<file path="src/rtl/bba_pkg.sv">
package bba_pkg;

    localparam int NUM_BLOCKS_DEF  = 8192;
    localparam int BLOCK_BYTES_DEF = 1024;
    localparam int HEAP_BASE_DEF   = 8388608;

    localparam int WORD_BITS  = 32;
    localparam int WORD_SHIFT = 5;
    localparam int ADDR_W     = 24;
    localparam int KB_W       = 14;
    localparam int FUNC_W     = 2;
    localparam int DVD_W      = 25;

    localparam logic [FUNC_W-1:0] FUNC_ALLOC  = 2'd0;
    localparam logic [FUNC_W-1:0] FUNC_FREE   = 2'd1;
    localparam logic [FUNC_W-1:0] FUNC_STATUS = 2'd2;

    typedef struct packed {
        logic [FUNC_W-1:0] func;
        logic [ADDR_W-1:0] size_bytes;
        logic [ADDR_W-1:0] address;
    } command_t;

    typedef struct packed {
        logic              ok;
        logic [ADDR_W-1:0] alloc_address;
        logic [KB_W-1:0]   total_kb;
        logic [KB_W-1:0]   free_kb;
        logic [KB_W-1:0]   used_kb;
    } result_t;

    typedef enum logic [3:0] {
        ST_CLEAR,
        ST_IDLE,
        ST_DIV,
        ST_SCAN,
        ST_BITS,
        ST_FREE_CHK,
        ST_MARK_RD,
        ST_MARK_WR,
        ST_REPORT
    } state_t;

endpackage

</file>
<file path="src/rtl/bba_div.sv">
module bba_div #(
    parameter int DIVIDEND_W = bba_pkg::DVD_W,
    parameter int DIVISOR    = bba_pkg::BLOCK_BYTES_DEF,
    localparam int REM_W     = $clog2(DIVISOR)
) (
    input  logic                  clk,
    input  logic                  rst_n,
    input  logic                  start,
    input  logic [DIVIDEND_W-1:0] dividend,
    output logic                  done,
    output logic [DIVIDEND_W-1:0] quotient,
    output logic [REM_W-1:0]      remainder
);

    localparam int RECIP_W = DIVIDEND_W - REM_W + 1;
    localparam int PROD_W  = DIVIDEND_W + RECIP_W;
    localparam int BACK_W  = RECIP_W + REM_W + 1;
    localparam logic [RECIP_W-1:0] RECIP =
        RECIP_W'((longint'(1) << DIVIDEND_W) / longint'(DIVISOR));
    localparam logic [REM_W:0] DIV_R = (REM_W+1)'(DIVISOR);

    logic                  mul_vld_reg;
    logic                  est_vld_reg;
    logic                  done_reg;
    logic [DIVIDEND_W-1:0] dvd_reg;
    logic [PROD_W-1:0]     prod_reg;
    logic [PROD_W-1:0]     prod_next;
    logic [RECIP_W-1:0]    est_reg;
    logic [RECIP_W-1:0]    est_next;
    logic [DIVIDEND_W-1:0] back_reg;
    logic [DIVIDEND_W-1:0] back_next;
    logic [DIVIDEND_W-1:0] quo_reg;
    logic [DIVIDEND_W-1:0] quo_next;
    logic [REM_W-1:0]      rem_reg;
    logic [REM_W-1:0]      rem_next;
    logic [REM_W:0]        part;
    logic                  ge;

    assign prod_next = PROD_W'(dividend) * PROD_W'(RECIP);
    assign est_next  = prod_reg[PROD_W-1 -: RECIP_W];
    assign back_next = DIVIDEND_W'(BACK_W'(est_next) * BACK_W'(DIVISOR));
    assign part      = (REM_W+1)'(dvd_reg - back_reg);
    assign ge        = part >= DIV_R;
    assign quo_next  = DIVIDEND_W'(est_reg) + DIVIDEND_W'(ge);
    assign rem_next  = ge ? REM_W'(part - DIV_R) : REM_W'(part);

    always_ff @(posedge clk or negedge rst_n)
    begin
        if (!rst_n)
        begin
            mul_vld_reg <= 1'b0;
            est_vld_reg <= 1'b0;
            done_reg    <= 1'b0;
        end
        else
        begin
            mul_vld_reg <= start;
            est_vld_reg <= mul_vld_reg;
            done_reg    <= est_vld_reg;
        end
    end

    always_ff @(posedge clk)
    begin
        if (start)
        begin
            dvd_reg  <= dividend;
            prod_reg <= prod_next;
        end
        if (mul_vld_reg)
        begin
            est_reg  <= est_next;
            back_reg <= back_next;
        end
        if (est_vld_reg)
        begin
            quo_reg <= quo_next;
            rem_reg <= rem_next;
        end
    end

    assign done      = done_reg;
    assign quotient  = quo_reg;
    assign remainder = rem_reg;

endmodule

</file>
<file path="config.mk">
export PLATFORM = sky130hd
export DESIGN_NAME = bba_div
export DESIGN_NICKNAME = d
export VERILOG_FILES = /design/src/rtl/bba_pkg.sv /design/src/rtl/bba_div.sv
export SDC_FILE = /design/constraint.sdc
export NUM_CORES = 1
export LEC_CHECK = 0
export ABC_CLOCK_PERIOD_IN_PS = 1400
export BUFFER_PORTS_ARGS = -buffer_cell sky130_fd_sc_hd__buf_2
export CELL_PAD_IN_SITES_DETAIL_PLACEMENT = 1
export CELL_PAD_IN_SITES_GLOBAL_PLACEMENT = 1
export CORE_MARGIN = 2
export CORE_UTILIZATION = 29
export DETAILED_ROUTE_END_ITERATION = 7
export GPL_TIMING_DRIVEN = 0
export PLACE_DENSITY = 0.65
export SYNTH_ARGS = -nofsm -noshare
export SYNTH_HDL_FRONTEND = slang
export SYNTH_SLANG_ARGS = --single-unit
</file>
<file path="constraint.sdc">
create_clock -name clk -period 1.4 [get_ports clk]
set_input_delay 0.21 -clock clk [delete_from_list [all_inputs] [get_ports clk]]
set_output_delay 0.21 -clock clk [all_outputs]
set_load 0.02 [all_outputs]
</file>
==> results.cfg, run 1 <==
[worst_hold_path]
hold_class = in -> reg

[yosys]
yosysTopAreaCell = edfxtp_1
yosysMostFrequentCell = edfxtp_1
yosys-top-cells-count = 66 x edfxtp_1, 9 x buf_4, 8 x xor2_1
synth.area.top_cells = edfxtp_1 80%, dfrtp_1 3.0%, xor2_1 2.8%
seq_area_frac_synth_pct = 83.0
yosysWarnings = 0
synth_edf_count = 66
yosys.cell_types.count = 19
synth_top_cell_area_share_pct = 80.0
async_reset_ff_share_pct = 4.35
dominantRegCellSynth = edfxtp_1
synth_area_per_cell_um2 = 20.0
ys_ff_latch = 69
synthesis.area_um2 = 2480
synth_cells = 124

[sta]
clock.fmax_mhz = 674
layout_min_cycle_time_ns = 1.48
setup_slack_ns = -0.0827
tightest_slew_ns = 0.635
report.final.slew_viol_count = 0
finalClockSkew_ns = 0.00498
setup_violations = 9
finalCritPeriodShare_pct = 106
hold_violations = 0
timing.hold.ws_ns = 0.0421
relSlewSlack_pct = 57.7
rsz0062_at_grt = yes

[die]
die_area_um2 = 9300
dieWidth_um = 96.5
die_h_um = 96.5
num_rows = 33
io_pins = 64
coreArea_um2 = 8260
initial_core_util_pct = 30.0

[layout]
design_area_um2 = 3260
synthToLayoutAreaGrowth_pct = 31.4
diodes = 0
final_cells = 313
drive_gt1_share_pct = 46.6
fin_nets = 233
largest_reg_flops = 25
n_fill_cell = 863

[route]
routedWlPerCell_um = 12.6
drc_errors = 0
first_iter_violations = 28
routed_wl_um = 3960
vias = 1245
dr.pass1.iters = 4
via_per_inst = 3.98
ant_nets = 0

[placed_design]
place_hpwl_um = 2840
gp_congestion = 0.691
place_inst = 291
io_buffers = 54
dpl_cell_area_um2 = 2940

[worst_setup_path]
cp_slowest_cell = edfxtp_1
start_kind = register
path_cells = inv_2, ha_4, ha_4, nand4_4, nor4_4, xor2_1
crit_path_frequent_cell = ha_4
crit_type = reg -> reg
end_kind = register
path_max_fanout = 5
required_ns = 1.48
arrival_ns = 1.56
critical_path.max_stage_delay_ns = 0.41

[power]
p_leak_uw = 0.00128
peakVddDrop_v = 0.000972
power_density_nw_per_um2 = 1470

[global_route]
antenna_found_initial = 0
grt_pass1_wl_um = 6240
grt_max_degree = 28
grt_pass1_vias = 1288
grt_usage_pct = 9.39
grt_overflow = 0

[clock_tree]
clockBufferDepth = 2
htreeDepth = 3
cts_inserted_buffers = 9
cts_root_buf = clkbuf_8
cts_num_sinks = 69
cts_tree = built
clk_latency_ns = 0.33
cts.clk_slew.worst_paths_ns = 0.07

[run_status]
outcome = finished with violations
violations = setup timing

[job]
maxCapViolations = 0
-- metrics by stage --
| step | util [%] | setup slack (ns) | power, µW | setup TNS [ns] |
|---|---|---|---|---|
| detailed placement | 35.7 | -0.252 | 2930 | -2.56 |
| floorplan | - | -0.120 | 2780 | -0.120 |
| CTS | 39.2 | -0.109 | 4850 | -0.386 |
| global placement | 35.7 | -0.215 | 2910 | -3.39 |
| finish | 39.5 | -0.0827 | 4810 | -0.351 |
| global route | 39.5 | -0.185 | 4990 | -1.43 |
-- per-layer routing --
| layer | vias up | track usage [%] | wire [µm] | share of wire (%) |
|---|---|---|---|---|
| li1 | 605 | - | - | - |
| met1 | 585 | 11.1 | 1630 | 41 |
| met2 | 46 | 14.8 | 1910 | 48 |
| met3 | 9 | 3.72 | 334 | 8.4 |
| met4 | 0 | 4.93 | 78 | 2.0 |
| met5 | - | 0 | 0 | 0 |
-- report_power, final --
| part | leakage, µW | total [µW] | switching, µW | internal [µW] |
|---|---|---|---|---|
| Sequential | 0.000682 | 2560 | 105 | 2450 |
| Combinational | 0.000479 | 340 | 198 | 141 |
| Clock | 0.000115 | 1910 | 722 | 1180 |
-- final cells by class --
class	count	area (µm²)	area share, %
buffer	9	67.6	2.07
clock buffer	10	128	3.92
timing repair buffer	60	318	9.75
clock inverter	6	110	3.38
inverter	4	15.0	0.461
multi-input combinational	50	430	13.2
tap	105	131	4.03
sequential	69	2060	63.2
-- timing repair --
action                                  in CTS  in global routing
hold buffers                                 1                  0
pin swaps                                    3                  2
endpoints found under the hold margin        3                  0
endpoints found under the setup margin      34                 12
gates resized for setup                      4                  1
setup buffers                                3                  3
-- worst paths after layout --
kind,from,end,slack [ns],cells after the start
max,dvd_reg[10]$_DFFE_PP_,quotient[14]$_DFFE_PP_,-0.08,6
min,dividend[9],dvd_reg[9]$_DFFE_PP_,0.04,1
max reg2reg,dvd_reg[10]$_DFFE_PP_,quotient[14]$_DFFE_PP_,-0.08,6
min reg2reg,dvd_reg[1]$_DFFE_PP_,remainder[1]$_DFFE_PP_,0.42,0
max in group asynchronous,rst_n,est_vld_reg$_DFF_PN0_,1.06,2
min in group asynchronous,rst_n,done$_DFF_PN0_,0.21,2
-- worst max-delay path: cells and delay by family (launching register included) --
| kind | cells | cell delay, ns |
|---|---|---|
| flops | 1 | 0.41 |
| xor+xnor | 1 | 0.09 |
| buf+inv | 1 | 0.08 |
| fa+ha+maj | 2 | 0.28 |
| simple gates | 2 | 0.36 |
-- logic make-up after synthesis --
group | count (synthesis) | synth area share [%]
buffers and inverters | 13 | 3.33
flip-flops | 69 | 83.0
XOR/XNOR | 14 | 4.95
other | 1 | 0.151
AND/OR/NAND/NOR | 25 | 7.57
adder cells (fa/ha/maj) | 2 | 1.01
-- placed cells by master (no fill, tap or decap) --
cell type | Yosys | routed
buf_4 | 9 | 14
conb_1 | 1 | 9
dfrtp_2 | 0 | 1
clkinv_1 | 0 | 1
nand4_1 | 2 | 2
nand4_4 | 0 | 1
dfrtp_1 | 3 | 2
xor2_1 | 8 | 8
edfxtp_1 | 66 | 66
buf_2 | 0 | 54
nor4_2 | 3 | 1
nand3_2 | 3 | 3
inv_2 | 0 | 1
nand3_1 | 3 | 3
nor3_2 | 1 | 3
ha_4 | 0 | 2
inv_1 | 4 | 3
bufinv_16 | 0 | 3
nor2_1 | 3 | 3
dlygate4sd3_1 | 0 | 1
clkinvlp_4 | 0 | 1
clkbuf_1 | 0 | 1
and3_1 | 2 | 2
inv_6 | 0 | 1
nand2_1 | 4 | 4
clkbuf_8 | 0 | 9
xnor2_1 | 6 | 6
nor4_4 | 1 | 3
No activity file was read; power rests on OpenSTA's default activity.
==> run 2, diff against run 1 <==
Settings changed: RECOVER_POWER set to 50.
==> run 2 against run 1 <==
Net effect:
- critical path depth stayed put
- maximum frequency hardly changed
- worst hold slack better by 0.0017 ns
- critical endpoint unchanged
- critical path type unchanged
- worst setup slack hardly changed
- combinational power hardly changed
- via count is 0.40% lower
- the run still ends with setup timing left
==> results.cfg, run 2 (same netlist as run 1, synthesis figures left out) <==
[placed_design]
io_buffers = 54
gp_congestion = 0.691
place_hpwl_um = 2840
place_inst = 291

[sta]
timing.hold.ws_ns = 0.0438
tns_ns = -0.354
finalCritPeriodShare_pct = 106
tightest_slew_ns = 0.637
rsz0062_at_grt = yes
clock.fmax_mhz = 674
setup_violations = 9
hold_violations = 0
finalClockSkew_ns = 0.00498
layout_min_cycle_time_ns = 1.48
relSlewSlack_pct = 57.5
report.final.slew_viol_count = 0
setup_slack_ns = -0.0829

[global_route]
grt_pass1_wl_um = 6240
grt_pass1_vias = 1288
antenna_found_initial = 0
grt_overflow = 0
grt_max_degree = 28
grt_usage_pct = 9.39

[route]
routedWlPerCell_um = 12.7
drc_errors = 0
dr.pass1.iters = 4
vias = 1240
ant_nets = 0
routed_wl_um = 3960
via_per_inst = 3.96
first_iter_violations = 28

[layout]
diodes = 0
final_util_pct = 39.4
largest_reg_flops = 25
mostFrequentLayoutCell = edfxtp_1
fin_nets = 233
synthToLayoutAreaGrowth_pct = 31.4
drive_gt1_share_pct = 46.2
mostFrequentLayoutCells = 66 x edfxtp_1, 52 x buf_2, 14 x buf_4
final_cells = 313

[power]
totalPowerFinal_uw = 4800
p_leak_uw = 0.00127
power_density_nw_per_um2 = 1480
peakVddDrop_v = 0.000971

[worst_setup_path]
crit_path_frequent_cell = ha_4
path_cells = inv_2, ha_4, ha_4, nand4_4, nor4_4, xor2_1
critical_path.max_stage_delay_ns = 0.41
path_max_fanout = 5
crit_type = reg -> reg
end_kind = register
start_kind = register
arrival_ns = 1.56
cp_slowest_cell = edfxtp_1
required_ns = 1.48
ff2ff_setup_slack_ns = -0.08

[clock_tree]
clk_latency_ns = 0.33
cts_inserted_buffers = 9
cts_num_sinks = 69
cts_tree = built
cts.clk_slew.worst_paths_ns = 0.07
htreeDepth = 3
cts_root_buf = clkbuf_8
clockBufferDepth = 2

[die]
num_rows = 33
coreArea_um2 = 8260
io_pins = 64
die_area_um2 = 9300
die_h_um = 96.5
dieWidth_um = 96.5
initial_core_util_pct = 30.0

[job]
maxCapViolations = 0

[worst_hold_path]
hold_class = in -> reg

[run_status]
outcome = finished with violations
violations = setup timing
run 2: worst paths after layout:
path | depth (start not counted) | start | endpoint
setup / recovery | 6 | dvd_reg[10]$_DFFE_PP_ | quotient[14]$_DFFE_PP_
hold / removal | 1 | dividend[6] | dvd_reg[6]$_DFFE_PP_
max in group asynchronous | 2 | rst_n | est_vld_reg$_DFF_PN0_
min in group asynchronous | 2 | rst_n | done$_DFF_PN0_
hold reg to reg | 0 | dvd_reg[1]$_DFFE_PP_ | remainder[1]$_DFFE_PP_
setup reg to reg | 6 | dvd_reg[10]$_DFFE_PP_ | quotient[14]$_DFFE_PP_
run 2: cell type report:
class                      instances  area (µm²)
tap                              105         131
clock buffer                      10         128
inverter                           4        15.0
sequential                        69        2060
clock inverter                     6         110
fill                             861        5000
buffer                             9        67.6
multi-input combinational         50         430
timing repair buffer              60         317
run 2: layer usage:
layer	track usage [%]	vias to the layer above	part of all wire (%)
met5	0	-	0
met4	4.93	0	1.8
met3	3.72	9	8.6
met2	14.8	46	48
met1	11.1	581	41
li1	-	604	-
run 2: stage by stage:
stage               setup slack (ns)  cell area [µm²]
detailed placement            -0.252             2940
global route                  -0.185             3260
floorplan                     -0.120             2540
CTS                           -0.109             3240
finish                       -0.0829             3260
global placement              -0.215             2940
run 2: worst max-delay path: cells and delay by family (launching register included):
family                   cells  cell delay, ns
flip-flops                   1            0.41
AND/OR/NAND/NOR              2            0.36
adder cells (fa/ha/maj)      2            0.28
XOR/XNOR                     1            0.10
buffers and inverters        1            0.08
run 2: what timing repair did:
item	4_1_cts	5_1_grt
setup endpoints to repair	34	12
gates resized for setup	4	1
hold buffers	1	0
setup buffers	3	3
pin swaps	3	2
endpoints found under the hold margin	3	0
run 2: where the power goes:
group	leakage, µW	switching, µW	internal (µW)	total [µW]
clock network	0.000115	722	1180	1910
registers	0.000682	105	2450	2560
logic	0.000477	199	141	340
total	0.00127	1030	3780	4800
